## src/rtl/clt_pkg.sv

```systemverilog
// Shared types, constants and helper functions for the core-local timer interruptor.
// No dependencies; every other file in rtl/ refers to this package by scoped names.

package clt_pkg;

  localparam logic [15:0] SOFT_OFFSET    = 16'd0;
  localparam logic [15:0] COMPARE_OFFSET = 16'd16384;
  localparam logic [15:0] TIME_OFFSET    = 16'd49144;
  localparam int unsigned TICKS_PER_MS   = 1000;

  localparam logic [16:0] SOFT_LEN    = 17'd4;
  localparam logic [16:0] COMPARE_LEN = 17'd8;
  localparam logic [16:0] TIME_LEN    = 17'd8;

  localparam logic [31:0] SOFT_RESET    = 32'h0000_0000;
  localparam logic [63:0] COMPARE_RESET = 64'hFFFF_FFFF_FFFF_FFFF;
  localparam logic [63:0] TIME_RESET    = 64'h0000_0000_0000_0000;

  typedef enum logic [1:0] {
    OP_READ  = 2'd0,
    OP_WRITE = 2'd1,
    OP_TICK  = 2'd2,
    OP_NONE  = 2'd3
  } op_t;

  typedef struct packed {
    op_t         operation;
    logic [15:0] address;
    logic [3:0]  size_bytes;
    logic [63:0] write_data;
  } item_t;

  typedef struct packed {
    logic [63:0] read_data;
    logic        timer_pending;
    logic        software_pending;
  } result_t;

  // Byte-lane mask for an access of n bytes; sizes of 8 and above cover all lanes.
  function automatic logic [63:0] lane_mask(input logic [3:0] n);
    logic [63:0] m;
    if (n == 4'd0) begin
      m = '0;
    end else if (n >= 4'd8) begin
      m = '1;
    end else begin
      m = (64'd1 << {n[2:0], 3'b000}) - 64'd1;
    end
    return m;
  endfunction

  function automatic logic in_window(input logic [15:0] addr, input logic [15:0] base,
                                     input logic [16:0] len);
    return (addr >= base) && ({1'b0, addr} < ({1'b0, base} + len));
  endfunction

endpackage

```

## src/rtl/clt_if.sv

```systemverilog
// Valid/ready channel interfaces for the interruptor's request and response beats.
// Depends on clt_pkg for the operation type.

interface clt_req_if;
  logic           valid;
  logic           ready;
  clt_pkg::op_t   operation;
  logic [15:0]    address;
  logic [3:0]     size_bytes;
  logic [63:0]    write_data;
  logic [63:0]    time_ms;

  modport source (output valid, operation, address, size_bytes, write_data, time_ms,
                  input ready);
  modport sink (input valid, operation, address, size_bytes, write_data, time_ms,
                output ready);
endinterface

interface clt_rsp_if;
  logic        valid;
  logic        ready;
  logic [63:0] read_data;
  logic        timer_pending;
  logic        software_pending;

  modport source (output valid, read_data, timer_pending, software_pending, input ready);
  modport sink (input valid, read_data, timer_pending, software_pending, output ready);
endinterface

```

## src/rtl/clt_regs.sv

```systemverilog
// Register file of the interruptor: address decode, read alignment, byte-lane merge
// and pending-flag evaluation. Depends on clt_pkg.

module clt_regs (
  input  logic             clk,
  input  logic             rst,
  input  logic             fire,
  input  clt_pkg::item_t   item,
  input  logic [63:0]      tick_time,
  output clt_pkg::result_t result
);

  logic [31:0] soft_word;
  logic [63:0] compare_value;
  logic [63:0] time_value;
  logic        timer_flag;
  logic        soft_flag;

  logic [31:0] soft_word_next;
  logic [63:0] compare_value_next;
  logic [63:0] time_value_next;
  logic        timer_flag_next;
  logic        soft_flag_next;

  logic        hit_soft;
  logic        hit_compare;
  logic        hit_time;
  logic [2:0]  lane;
  logic [5:0]  shift;
  logic [63:0] mask;
  logic [63:0] selected;
  logic [63:0] read_data;
  logic [63:0] soft_merged;
  logic [63:0] compare_merged;

  assign hit_soft    = clt_pkg::in_window(item.address, clt_pkg::SOFT_OFFSET,
                                          clt_pkg::SOFT_LEN);
  assign hit_compare = clt_pkg::in_window(item.address, clt_pkg::COMPARE_OFFSET,
                                          clt_pkg::COMPARE_LEN);
  assign hit_time    = clt_pkg::in_window(item.address, clt_pkg::TIME_OFFSET,
                                          clt_pkg::TIME_LEN);
  assign mask        = clt_pkg::lane_mask(item.size_bytes);

  // Overlapping windows resolve in favor of the software word, then compare, then time.
  always_comb begin
    lane     = '0;
    selected = '0;
    priority if (hit_soft) begin
      lane     = item.address[2:0] - clt_pkg::SOFT_OFFSET[2:0];
      selected = {32'd0, soft_word};
    end else if (hit_compare) begin
      lane     = item.address[2:0] - clt_pkg::COMPARE_OFFSET[2:0];
      selected = compare_value;
    end else if (hit_time) begin
      lane     = item.address[2:0] - clt_pkg::TIME_OFFSET[2:0];
      selected = time_value;
    end else begin
      lane     = '0;
      selected = '0;
    end
  end

  assign shift          = {lane, 3'b000};
  assign read_data      = (selected >> shift) & mask;
  // Full-width writes fall out of the merge, since the mask then covers the register.
  assign soft_merged    = ({32'd0, soft_word} & ~(mask << shift))
                        | ((item.write_data & mask) << shift);
  assign compare_merged = (compare_value & ~(mask << shift))
                        | ((item.write_data & mask) << shift);

  always_comb begin
    soft_word_next     = soft_word;
    compare_value_next = compare_value;
    time_value_next    = time_value;
    timer_flag_next    = timer_flag;
    soft_flag_next     = soft_flag;
    result.read_data   = '0;
    unique case (item.operation)
      clt_pkg::OP_READ: begin
        result.read_data = read_data;
      end
      clt_pkg::OP_WRITE: begin
        if (hit_soft) begin
          soft_word_next = soft_merged[31:0];
        end else if (hit_compare) begin
          compare_value_next = compare_merged;
        end
      end
      clt_pkg::OP_TICK: begin
        time_value_next = tick_time;
        timer_flag_next = (tick_time >= compare_value);
        soft_flag_next  = soft_word[0];
      end
      clt_pkg::OP_NONE: begin
      end
      default: begin
      end
    endcase
    result.timer_pending    = timer_flag_next;
    result.software_pending = soft_flag_next;
  end

  always_ff @(posedge clk) begin
    if (rst) begin
      soft_word     <= clt_pkg::SOFT_RESET;
      compare_value <= clt_pkg::COMPARE_RESET;
      time_value    <= clt_pkg::TIME_RESET;
      timer_flag    <= 1'b0;
      soft_flag     <= 1'b0;
    end else if (fire) begin
      soft_word     <= soft_word_next;
      compare_value <= compare_value_next;
      time_value    <= time_value_next;
      timer_flag    <= timer_flag_next;
      soft_flag     <= soft_flag_next;
    end
  end

endmodule

```

## src/rtl/core_local_timer_interruptor_top.sv

```systemverilog
// Top level of the single-hart core-local timer interruptor.
// Depends on clt_pkg, clt_if.sv (clt_req_if, clt_rsp_if) and clt_regs.
//
//   Channel  Modport  Beat carries
//   req      sink     operation, address, size_bytes, write_data, time_ms
//   rsp      source   read_data, timer_pending, software_pending
//
// Each request beat yields exactly one response beat, passed through the input register
// and then the response register. A new request can be taken every cycle while rsp is
// not stalled; this rate is set by the input and response registers, with the register
// update, 64-bit compare and read alignment in between. The tick scaling multiply is done
// as the request is captured. Reset clears the pipeline and loads the register reset
// values; a stalled response holds its register and backs up into the input register.

module core_local_timer_interruptor_top (
  input logic       clk,
  input logic       rst,
  clt_req_if.sink   req,
  clt_rsp_if.source rsp
);

  logic             stage_valid;
  clt_pkg::item_t   stage_item;
  logic [63:0]      stage_time;
  logic             out_valid;
  clt_pkg::result_t out_result;
  clt_pkg::result_t result;
  logic             advance;
  logic             take;

  assign advance   = stage_valid && (!out_valid || rsp.ready);
  assign req.ready = !stage_valid || advance;
  assign take      = req.valid && req.ready;

  clt_regs u_regs (
    .clk       (clk),
    .rst       (rst),
    .fire      (advance),
    .item      (stage_item),
    .tick_time (stage_time),
    .result    (result)
  );

  always_ff @(posedge clk) begin
    if (rst) begin
      stage_valid <= 1'b0;
      out_valid   <= 1'b0;
    end else begin
      if (take) begin
        stage_valid <= 1'b1;
      end else if (advance) begin
        stage_valid <= 1'b0;
      end
      if (advance) begin
        out_valid <= 1'b1;
      end else if (rsp.ready) begin
        out_valid <= 1'b0;
      end
    end
  end

  always_ff @(posedge clk) begin
    if (take) begin
      stage_item.operation  <= req.operation;
      stage_item.address    <= req.address;
      stage_item.size_bytes <= req.size_bytes;
      stage_item.write_data <= req.write_data;
      stage_time            <= req.time_ms * 64'(clt_pkg::TICKS_PER_MS);
    end
    if (advance) begin
      out_result <= result;
    end
  end

  assign rsp.valid            = out_valid;
  assign rsp.read_data        = out_result.read_data;
  assign rsp.timer_pending    = out_result.timer_pending;
  assign rsp.software_pending = out_result.software_pending;

endmodule

```

## src/flat_wrapper.sv

```systemverilog
// flat-port wrapper written by rule: the top's interface ports become plain ports
module core_local_timer_interruptor_top_flat 
  (clk, rst, req_valid, req_operation, req_address, req_size_bytes, req_write_data, req_time_ms, req_ready, rsp_valid, rsp_read_data, rsp_timer_pending, rsp_software_pending, rsp_ready);
  clt_req_if req_i ();
  clt_rsp_if rsp_i ();
  input logic clk;
  input logic rst;
  input wire logic [$bits(req_i.valid)-1:0] req_valid;
  input wire logic [$bits(req_i.operation)-1:0] req_operation;
  input wire logic [$bits(req_i.address)-1:0] req_address;
  input wire logic [$bits(req_i.size_bytes)-1:0] req_size_bytes;
  input wire logic [$bits(req_i.write_data)-1:0] req_write_data;
  input wire logic [$bits(req_i.time_ms)-1:0] req_time_ms;
  output wire logic [$bits(req_i.ready)-1:0] req_ready;
  output wire logic [$bits(rsp_i.valid)-1:0] rsp_valid;
  output wire logic [$bits(rsp_i.read_data)-1:0] rsp_read_data;
  output wire logic [$bits(rsp_i.timer_pending)-1:0] rsp_timer_pending;
  output wire logic [$bits(rsp_i.software_pending)-1:0] rsp_software_pending;
  input wire logic [$bits(rsp_i.ready)-1:0] rsp_ready;
  assign req_i.valid = req_valid;
  assign req_i.operation = req_operation;
  assign req_i.address = req_address;
  assign req_i.size_bytes = req_size_bytes;
  assign req_i.write_data = req_write_data;
  assign req_i.time_ms = req_time_ms;
  assign req_ready = req_i.ready;
  assign rsp_valid = rsp_i.valid;
  assign rsp_read_data = rsp_i.read_data;
  assign rsp_timer_pending = rsp_i.timer_pending;
  assign rsp_software_pending = rsp_i.software_pending;
  assign rsp_i.ready = rsp_ready;
  core_local_timer_interruptor_top u_core (.clk(clk), .rst(rst), .req(req_i), .rsp(rsp_i));
endmodule
```

## config.mk

```make
export PLATFORM = sky130hd
export DESIGN_NAME = core_local_timer_interruptor_top_flat
export DESIGN_NICKNAME = d
export VERILOG_FILES = /design/src/rtl/clt_pkg.sv /design/src/rtl/clt_if.sv /design/src/rtl/clt_regs.sv /design/src/rtl/core_local_timer_interruptor_top.sv /design/src/flat_wrapper.sv
export SDC_FILE = /design/constraint.sdc
export NUM_CORES = 1
export LEC_CHECK = 0
export ABC_AREA = 1
export BUFFER_PORTS_ARGS = -buffer_cell sky130_fd_sc_hd__buf_2
export CAP_MARGIN = 20
export CORE_MARGIN = 5
export CORE_UTILIZATION = 50
export CTS_CLUSTER_DIAMETER = 50
export DETAILED_ROUTE_END_ITERATION = 12
export PLACE_DENSITY_LB_ADDON = 0.05
export SLEW_MARGIN = 20
export SYNTH_ARGS = -nofsm -noshare
export SYNTH_HDL_FRONTEND = slang
export SYNTH_HIERARCHICAL = 1
export SYNTH_SLANG_ARGS = --single-unit
export TNS_END_PERCENT = 1
```

## constraint.sdc

```tcl
create_clock -name clk -period 8.1 [get_ports clk]
set_clock_uncertainty 0.1 [all_clocks]
set_input_delay 0.81 -clock clk [delete_from_list [all_inputs] [get_ports clk]]
set_output_delay 0.81 -clock clk [all_outputs]
set_load 0.01 [all_outputs]
```

== Word-level counts from Yosys, hierarchy flattened ==
Index checks and enable logic that the tools add are counted.

* RAM bits: 0
* Memories kept: 0
* Register bits: 374
* Bits of input ports: 154
* Latch bits: 0
* Output and inout bits: 68
* ROM bits: 0

* Multipliers: 1
* Shifts and indexed selects: 4
* Equal/unequal tests: 2
* Div/mod/pow operators: 0
* Multiplexer cells: 14
* $lt $le $gt $ge: 8
* Reduce and logical (&&, ||, !) cells: 16
* Bitwise gates (word level): 8
* $add $sub $neg: 1

{| class="wikitable"
|+ Operators by type and width
! cell !! count
|-
| two-way mux 64 bit || 5
|-
| bitwise AND 64 bit || 3
|-
| left shift 64 x 6 -> 64 bit || 2
|-
| greater-or-equal comparator 64 bit || 1
|-
| multiplier 64 x 7 -> 61 bit, second input constant || 1
|-
| inverter 64 bit || 1
|-
| OR 64 bit || 1
|-
| left shift 1 x 6 -> 64 bit, first input constant || 1
|-
| right shift 64 x 6 -> 64 bit || 1
|-
| subtractor 64 x 1 -> 64 bit, second input constant || 1
|-
| bitwise AND 32 bit || 1
|-
| OR 32 bit || 1
|-
| greater-or-equal comparator 16 x 1 -> 1 bit, second input constant || 1
|-
| greater-or-equal comparator 16 x 15 -> 1 bit, second input constant || 1
|-
| greater-or-equal comparator 16 bit, second input constant || 1
|-
| < comparator 16 x 15 -> 1 bit, second input constant || 1
|-
| < comparator 16 bit, second input constant || 1
|-
| < comparator 16 x 3 -> 1 bit, second input constant || 1
|-
| two-way mux 3 bit || 3
|-
| two-way mux 1 bit || 6
|-
| logical AND 1 bit || 5
|-
| greater-or-equal comparator 4 bit, second input constant || 1
|-
| zero test 4 bit || 1
|-
| AND reduction 4 bit || 1
|-
| other kinds (9) || 12
|}

== Logic depth before layout (Yosys ltp) ==
Gate-level depths: netlist (run 1).

* Depth in word-level cells: 9
* Mapped depth: 20
* Mapped depth without buffers: 20

== Cells and area by module ==
Netlist (run 1), hierarchy kept.

{| class="wikitable"
|+ Modules (own cells, without submodules)
! module !! times used !! cells an instance !! area each (um2)
|-
| core_local_timer_interruptor_top || 1 || 1935 || 18047.3
|-
| clt_regs || 1 || 2595 || 14510.2
|}

== Worst setup path before layout (run 1) ==
Ideal clock, no wire load.

* Kind: input -> register
* Start: input port rsp_ready
* End: register u_core.u_regs.compare_value[43]
* Stages on the path: 9
* Arrival time: 5.901 ns
* Path buffers: 0
* Slack: 1.984 ns
* Required time: 7.885 ns
* Library setup time: 0.115 ns
* Cell sequence: inv_1 a21oi_1 nand3_1 nor2_1 clkinv_1 a21oi_1 nand2_1 nand2_1 nand2_1

* Word-level cells in the longest chain between the ends: 3

{| class="wikitable"
|+ Ends and longest elaborated chain
! what !! line !! RTL
|-
| from (decl) || flat_wrapper.sv:19 || <nowiki>input wire logic [$bits(rsp_i.ready)-1:0] rsp_ready;</nowiki>
|-
| logical OR 1 bit || core_local_timer_interruptor_top.sv:31 || <nowiki>assign advance = stage_valid && (!out_valid || rsp.ready);</nowiki>
|-
| logical AND 1 bit || core_local_timer_interruptor_top.sv:31 ||
|-
| net u_core.advance || core_local_timer_interruptor_top.sv:28 || <nowiki>logic advance;</nowiki>
|-
| AND reduction 4 bit (no line) || - ||
|-
| to (signal assigned) || clt_regs.sv:106 || <nowiki>compare_value <= clt_pkg::COMPARE_RESET;</nowiki>
|-
| to (signal assigned) || clt_regs.sv:112 || <nowiki>compare_value <= compare_value_next;</nowiki>
|-
| to (decl) || clt_regs.sv:14 || <nowiki>logic [63:0] compare_value;</nowiki>
|}

The timed path passes the listed nets, and every way through them passes these cells.
A chain may end at the register's enable or synchronous reset.

== Worst setup path after layout (run 1) ==
* Start: register u_core/stage_item[82] (netlist name)
* End: register u_core.u_regs.compare_value[52]

* Word-level cells in the longest chain between the ends: 9
* Elaborated cells between the ends (all ways): 19
* Those cells by class: 6 x order compare; 2 x shift; 3 x mux; 4 x bitwise; 4 x reduce/logical

{| class="wikitable"
|+ Ends and longest elaborated chain
! what !! line !! RTL
|-
| from (decl) || core_local_timer_interruptor_top.sv:23 || <nowiki>clt_pkg::item_t stage_item;</nowiki>
|-
| greater-or-equal comparator 16 bit or < comparator 16 bit (tied branches) || clt_pkg.sv:54 || <nowiki>return (addr >= base) && ({1'b0, addr} < ({1'b0, base} + len));</nowiki>
|-
| logical AND 1 bit || clt_pkg.sv:54 ||
|-
| two-way mux 3 bit || clt_regs.sv:54 || <nowiki>end else if (hit_time) begin</nowiki>
|-
| two-way mux 3 bit || clt_regs.sv:51 || <nowiki>end else if (hit_compare) begin</nowiki>
|-
| two-way mux 3 bit || clt_regs.sv:48 || <nowiki>priority if (hit_soft) begin</nowiki>
|-
| left shift 64 x 6 -> 64 bit || clt_regs.sv:68 || <nowiki>assign compare_merged = (compare_value & ~(mask << shift))</nowiki>
|-
| inverter 64 bit || clt_regs.sv:68 ||
|-
| bitwise AND 64 bit || clt_regs.sv:68 ||
|-
| OR 64 bit || clt_regs.sv:69 || <nowiki>| ((item.write_data & mask) << shift);</nowiki>
|}

Parallel ways exist; a longest one is shown, timed or not.

==> results of run 1 <==
[metal layers]
layer,global-route usage [%],part of all wire (%),vias to the layer above
met5,0,0,-
met2,48.6,47,982
met3,2.68,5.9,204
met4,12.8,5.2,0
li1,-,-,14600
met1,38.9,42,13800
[state kept, by name (all words and copies together) (netlist names), 32 cells and up]
signal	flops
u_core/u_regs/soft_word	32
u_core/stage_time	61
u_core/u_regs/time_value	64
u_core/rsp.read_data	64
u_core/u_regs/compare_value	64
u_core/stage_item	86
[layout make-up]
| type | instances | area [um2] | area share, % |
|---|---|---|---|
| Multi-Input combinational cell | 3157 | 19100 | 53.6 |
| Sequential cell | 377 | 9680 | 27.2 |
| Inverter | 815 | 3070 | 8.62 |
| Timing Repair Buffer | 250 | 1330 | 3.74 |
| Clock buffer | 54 | 1160 | 3.25 |
| Tap cell | 855 | 1070 | 3.00 |
| Clock inverter | 24 | 224 | 0.629 |
| Antenna cell | 1 | 2.50 | 0.00703 |
[kinds of logic after synthesis]
group | after synthesis | synth area share, %
other | 1 | 0.0115
xor gates and xnor gates | 38 | 1.02
adders and majority gates | 403 | 20.5
AOI/OAI and AO/OA | 498 | 8.12
and+or+nand+nor | 2212 | 28.7
DFF | 377 | 29.7
buffers and inverters | 1001 | 11.9
[power breakdown]
part	internal (mW)	total (mW)	switching [mW]
combinational	2.03	6.01	3.98
clock	1.09	1.89	0.807
sequential	2.46	2.60	0.136
total	5.58	10.5	4.93
[worst max-delay path: cells and delay by family, from the launching register on]
kind                   cells  cell delay [ns]
buffers and inverters      7             2.32
DFF                        1             0.35
and+or+nand+nor            9             1.97
[synth_stat cells, types with 24 or more instances]
library cell	instances	area, um2
nor2_1	281	1050
clkbuf_1	103	387
o22ai_1	24	150
inv_1	807	3030
edfxtp_1	213	6400
nand3_1	439	2200
xor2_1	28	245
nand4_1	93	582
fa_1	219	4380
o21ai_0	179	896
a21oi_1	236	1180
dfxtp_1	164	3280
buf_2	53	265
nand2_1	1315	4940
ha_1	184	2300
[metrics by stage]
| stage | power [mW] | util, % | worst slack (ns) | cells | cell area [um2] |
|---|---|---|---|---|---|
| CTS | 10.5 | 55.2 | 3.30 | 5532 | 35600 |
| global route | 11.5 | 55.2 | 3.04 | 5532 | 35600 |
| finish | 10.5 | 55.2 | 3.18 | 5533 | 35600 |
| floorplan | 6.91 | - | 1.98 | 4535 | 32600 |
| global placement | 8.58 | 53.1 | 2.74 | 5454 | 34200 |
| detailed placement | 8.64 | 53.1 | 2.70 | 5454 | 34200 |
[worst paths after layout]
check | to | slack [ns] | start
worst max-delay path | u_core/u_regs/compare_value[52]$_SDFFE_PP1P_ | 3.18 | u_core/stage_item[82]$_DFFE_PP_
worst min-delay path | u_core/stage_item[58]$_DFFE_PP_ | 0.32 | req_write_data[58]
worst max register to register | u_core/u_regs/compare_value[52]$_SDFFE_PP1P_ | 3.18 | u_core/stage_item[82]$_DFFE_PP_
worst min register to register | u_core/u_regs/soft_flag$_SDFFE_PP0P_ | 0.35 | u_core/u_regs/soft_flag$_SDFFE_PP0P_
==> impl_results.md, run 1 <==
* Status: complete, no violations
* Async set or reset register ratio after synthesis at 0%
* Average size of a mapped cell at 7.19 um2
* Setup_tns at 0 ns
* Max FO, Critical Path at 57
* GP Congestion at 0.986
* Power Density at 295 nW/um2
* Count of cell types in the netlist at 47
* CTS tree: done
* Hold_buf cts at 0
* Total vias in the final route at 29500
* Rel. slew slack at 23.1%
* Crit start category: register
* CTS Buffer Depth at 3
* Crit path cell chain: buf_4 > inv_2 > nand4_1 > nor2_2 > nand2_1 > buf_4 > nand2_1 > nand2_2 > buf_4 > inv_2 > buf_4 > nand3_1 > nand3_1 > nand2_1 > inv_1 > nand2_1
* R2R cell count at 16
* Cell Rows at 93
* Worst-margin pin slew at 1.15 ns
* Total CTS buffers at 42
* Drt pass-1 iters at 6
* # fillers at 6472
* Max H-tree Level at 2
* Post-DP HPWL at 82.0 mm
* Root Buffer: clkbuf_16
* Required time worst endpoint at 8.45 ns
* Initial Util at 50.5%
* Largest net degree at the start of global routing at 96
* Pleak at 18.2 nW
* # DRC at 0
* I/O pin total at 222
* Crit end category: register
* Cell count after synthesis at 4530
* Initial DRC Count at 2959
* Most common library cell in the layout ignoring fill and taps: nand2_1
* Period utilisation layout at 60.7%
* WP data arrival at 5.27 ns
* Sequential share of the synthesized area at 29.7%
* Post-DRT Antenna Nets at 0
* Worst-Skew Late Latency at 0.56 ns
* Final setup viols at 0
* Postcts setup bufs at 0
* Total track usage at 29.1%
* Final net count at 5200
* Minimum clock period at 4.92 ns
* Crit Path Class: register to register
* Top_reg_cell synth: edfxtp_1
* PostCTS Resize Cnt at 0
* Global route total overflow at 0
* Worst Hold Class: primary input to register
* WHS at 0.322 ns
* Critical Path Max Stage Delay at 0.87 ns
* Max-cap violations at 0
* PortBufs at 218
* Area Growth Syn to Fin at 9.35%
* Clock sinks at 377
* Layout cells sized above 1 at 7.83%
* Pins Over Slew Limit at 0
* Unrepaired setup endpoints after global routing: false
* Die width at 265 um
* Clk pin slew, worst setup/hold paths at 0.06 ns
* Wire per inst at 19.0 um
* Post-Syn Area at 32600 um2
* F_max at 203 MHz
* Synthesis-stage register bit count at 377
* First-pass GRT wire length at 162 mm
* Hold Crit Depth at 1
* Vias in the first global route at 28000
* Most frequent cells in the layout: 1313 x nand2_1, 805 x inv_1, 438 x nand3_1
* Drt total wl at 105 mm
* Initial antenna violation count at 0
* Worst VDD drop at 143 uV
* Chip height at 265 um
* Routed vias/inst at 5.33
* Synth warn at 6
* Worst path slowest cell: nor2_2
* Endpoints failing hold at 0
* Post-synth EDFFs at 213
* CORE AREA at 64500 um2
* Area of the die at 70300 um2
Power figures use the tool's default switching activity.
==> inputs of run 2 (changes only) <==
==> constraint.sdc (replaced) <==
create_clock -name clk -period 4.1 [get_ports clk]
set_clock_uncertainty 0.1 [all_clocks]
set_input_delay 0.41 -clock clk [delete_from_list [all_inputs] [get_ports clk]]
set_output_delay 0.41 -clock clk [all_outputs]
set_load 0.01 [all_outputs]
==> run 2 against run 1 <==
  * Non-clock buffer count grew 359
  * Worst hold slack lost 0.29 ns
  * Setup slack lost 3.1 ns
  * Sequential cell count is the same
  * Wire length grew 4.5%
  * First-iteration DRC count shrank 9.3%
  * Combinational power grew 150%
  * Count of clock-buffer cells in the layout grew 5
  * Clock power grew 110%
  * Core utilization grew 5.3 points
  * Critical path depth grew 2
  * Sequential power grew 99%
  * Critical path type is now primary input to register
  * Critical endpoint is now u_core/stage_time[61]$_DFFE_PP_
==> impl_results.md, run 2 (same netlist as run 1, synthesis figures left out) <==
* Status: complete, no violations
* Max FO, Critical Path at 4
* Post-DP HPWL at 86.4 mm
* Pins Over Slew Limit at 0
* Max reg flops at 86
* R2R cell count at 10
* # fillers at 6167
* Hold worst-path end: u_core/rsp.valid$_SDFFE_PP0P_
* CTS tree: done
* Worst-margin pin slew at 0.895 ns
* Initial antenna violation count at 0
* Unrepaired setup endpoints after global routing: true
* Layout cells sized above 1 at 14.6%
* Cell Area, Placed at 36300 um2
* CORE AREA at 64500 um2
* GP Congestion at 1.02
* Drt total wl at 110 mm
* Most common library cell in the layout ignoring fill and taps: nand2_1
* Worst Hold Class: primary input to register
* Routed vias/inst at 5.25
* Max H-tree Level at 2
* Period utilisation layout at 97.4%
* Post-layout instance area at 39000 um2
* Rel. slew slack at 40.4%
* Endpoints failing hold at 0
* Area Growth Syn to Fin at 19.8%
* Met2 GRT Util at 51.8%
* Global route total overflow at 0
* End of the worst register-to-register path: u_core/u_regs/compare_value[41]$_SDFFE_PP1P_
* Register with the most flip-flops: u_core/stage_item
* Crit start category: primary input
* Hold Startpoint: rsp_ready
* Chip height at 265 um
* Minimum clock period at 3.99 ns
* Post-DRT Antenna Nets at 0
* Crit Path Class: primary input to register
* FF-to-FF setup slack at 0.55 ns
* Initial DRC Count at 2685
* GR met1 Demand/Resource at 39.2%
* Clk pin slew, worst setup/hold paths at 0.06 ns
* Largest net degree at the start of global routing at 136
* Required time worst endpoint at 4.35 ns
* WP data arrival at 4.24 ns
* PortBufs at 218
* Met3 Use GR at 3.45%
* Cell Rows at 93
* Area of the die at 70300 um2
* Clock sinks at 377
* Most frequent cells in the layout: 1295 x nand2_1, 781 x inv_1, 434 x nand3_1
* Total vias in the final route at 30900
* Power Density at 618 nW/um2
* Worst-Skew Late Latency at 0.59 ns
* Final net count at 5562
* Crit end category: register
* Die width at 265 um
* Worst Slack Setup Final at 0.105 ns
* Wire per inst at 18.6 um
* Total track usage at 30.7%
* First-pass GRT wire length at 171 mm
* CTS Buffer Depth at 3
* Worst VDD drop at 400 uV
* Vias in the first global route at 30500
* I/O pin total at 222
* Hold Crit Depth at 4
* Total CTS buffers at 45
* F_max at 250 MHz
* # DRC at 0
* Drt pass-1 iters at 6
* Max-cap violations at 0
* Pleak at 20.0 nW
* Reg-to-reg startpoint: u_core/stage_item[67]$_DFFE_PP_
* Dpl ws at -0.855 ns
* Final setup viols at 0
* Root Buffer: clkbuf_16
* Most used routing layer: met2
* Initial Util at 50.5%
## run 2: cell count changes in the layout (fill, tap and decap cells not counted), moves of 7 or more
cell	change
buf_12	+7
buf_4	+266
dlygate4sd3_1	+86
ha_1	-10
inv_1	-24
inv_2	+19
nand2_1	-18
nand2_2	+15
nor2_1	-25
nor2_2	+17
nor2_4	+8
## run 2: how the worst max path moves through the flow
stage	slack, ns	endpoint	from
after floorplan	0.002	u_core/stage_time[63]$_DFFE_PP_	req_time_ms[48]
after global placement	-0.84	u_core/stage_time[61]$_DFFE_PP_	req_time_ms[43]
after CTS	0.009	u_core/stage_time[61]$_DFFE_PP_	req_time_ms[43]
final	0.11	u_core/stage_time[61]$_DFFE_PP_	req_time_ms[43]
after detailed placement	-0.85	u_core/stage_time[61]$_DFFE_PP_	req_time_ms[43]
after global routing	-0.06	u_core/stage_time[41]$_DFFE_PP_	req_time_ms[3]
## run 2: repair_timing
| action | in CTS | in global routing |
|---|---|---|
| setup endpoints to repair | 5 | 47 |
| buffers inserted | 0 | 2 |
| hold buffers | 86 | 0 |
| endpoints found under the hold margin | 86 | 0 |
| gates resized for setup | 4 | 102 |
| pin swaps | 0 | 6 |
## run 2: area by class of cell
class	instances	area [um2]	area share, %
multi-input cells	3157	19400	49.7
flip-flops and latches	377	9680	24.8
repair buffers	609	4330	11.1
inverters	815	3090	7.91
clock buffers	59	1230	3.15
well taps	855	1070	2.74
clock inverters	24	228	0.584
diodes	1	2.50	0.00642
## run 2: where the power goes
group	switching, mW	leakage [nW]	internal [mW]
sequential	0.309	3.44	4.86
clock	1.70	0.710	2.28
combinational	8.82	15.9	6.13
## run 2: layer usage
layer	part of all wire [%]	vias up	routed length (um)
met1	41	14300	45100
li1	-	15300	-
met3	5.8	280	6310
met5	0	-	0
met2	47	1111	51400
met4	6.2	0	6810
## run 2: critical path, stage by stage
cell	delay, ns
buf_2	0.09
inv_1	0.10
buf_4	0.16
fa_1	0.55
fa_1	0.45
fa_1	0.43
fa_1	0.49
inv_1	0.04
ha_1	0.32
buf_4	0.15
nand2_1	0.07
inv_2	0.09
nand2_2	0.09
nor3_4	0.30
and3_1	0.22
nand2_2	0.11
nand4_1	0.09
nand2_1	0.06
## run 2: stage by stage
step	setup TNS, ns	util [%]	total power, mW	hold slack (ns)	cells
after floorplan	0	-	13.6	0.319	4535
after global placement	-22.97	56.4	19.4	0.336	5725
after detailed placement	-23.83	56.4	19.5	0.340	5725
after CTS	0	60.0	23.5	0.00549	5894
after global routing	-0.608	60.5	26.3	0.0381	5896
final	0	60.5	24.1	0.0311	5897
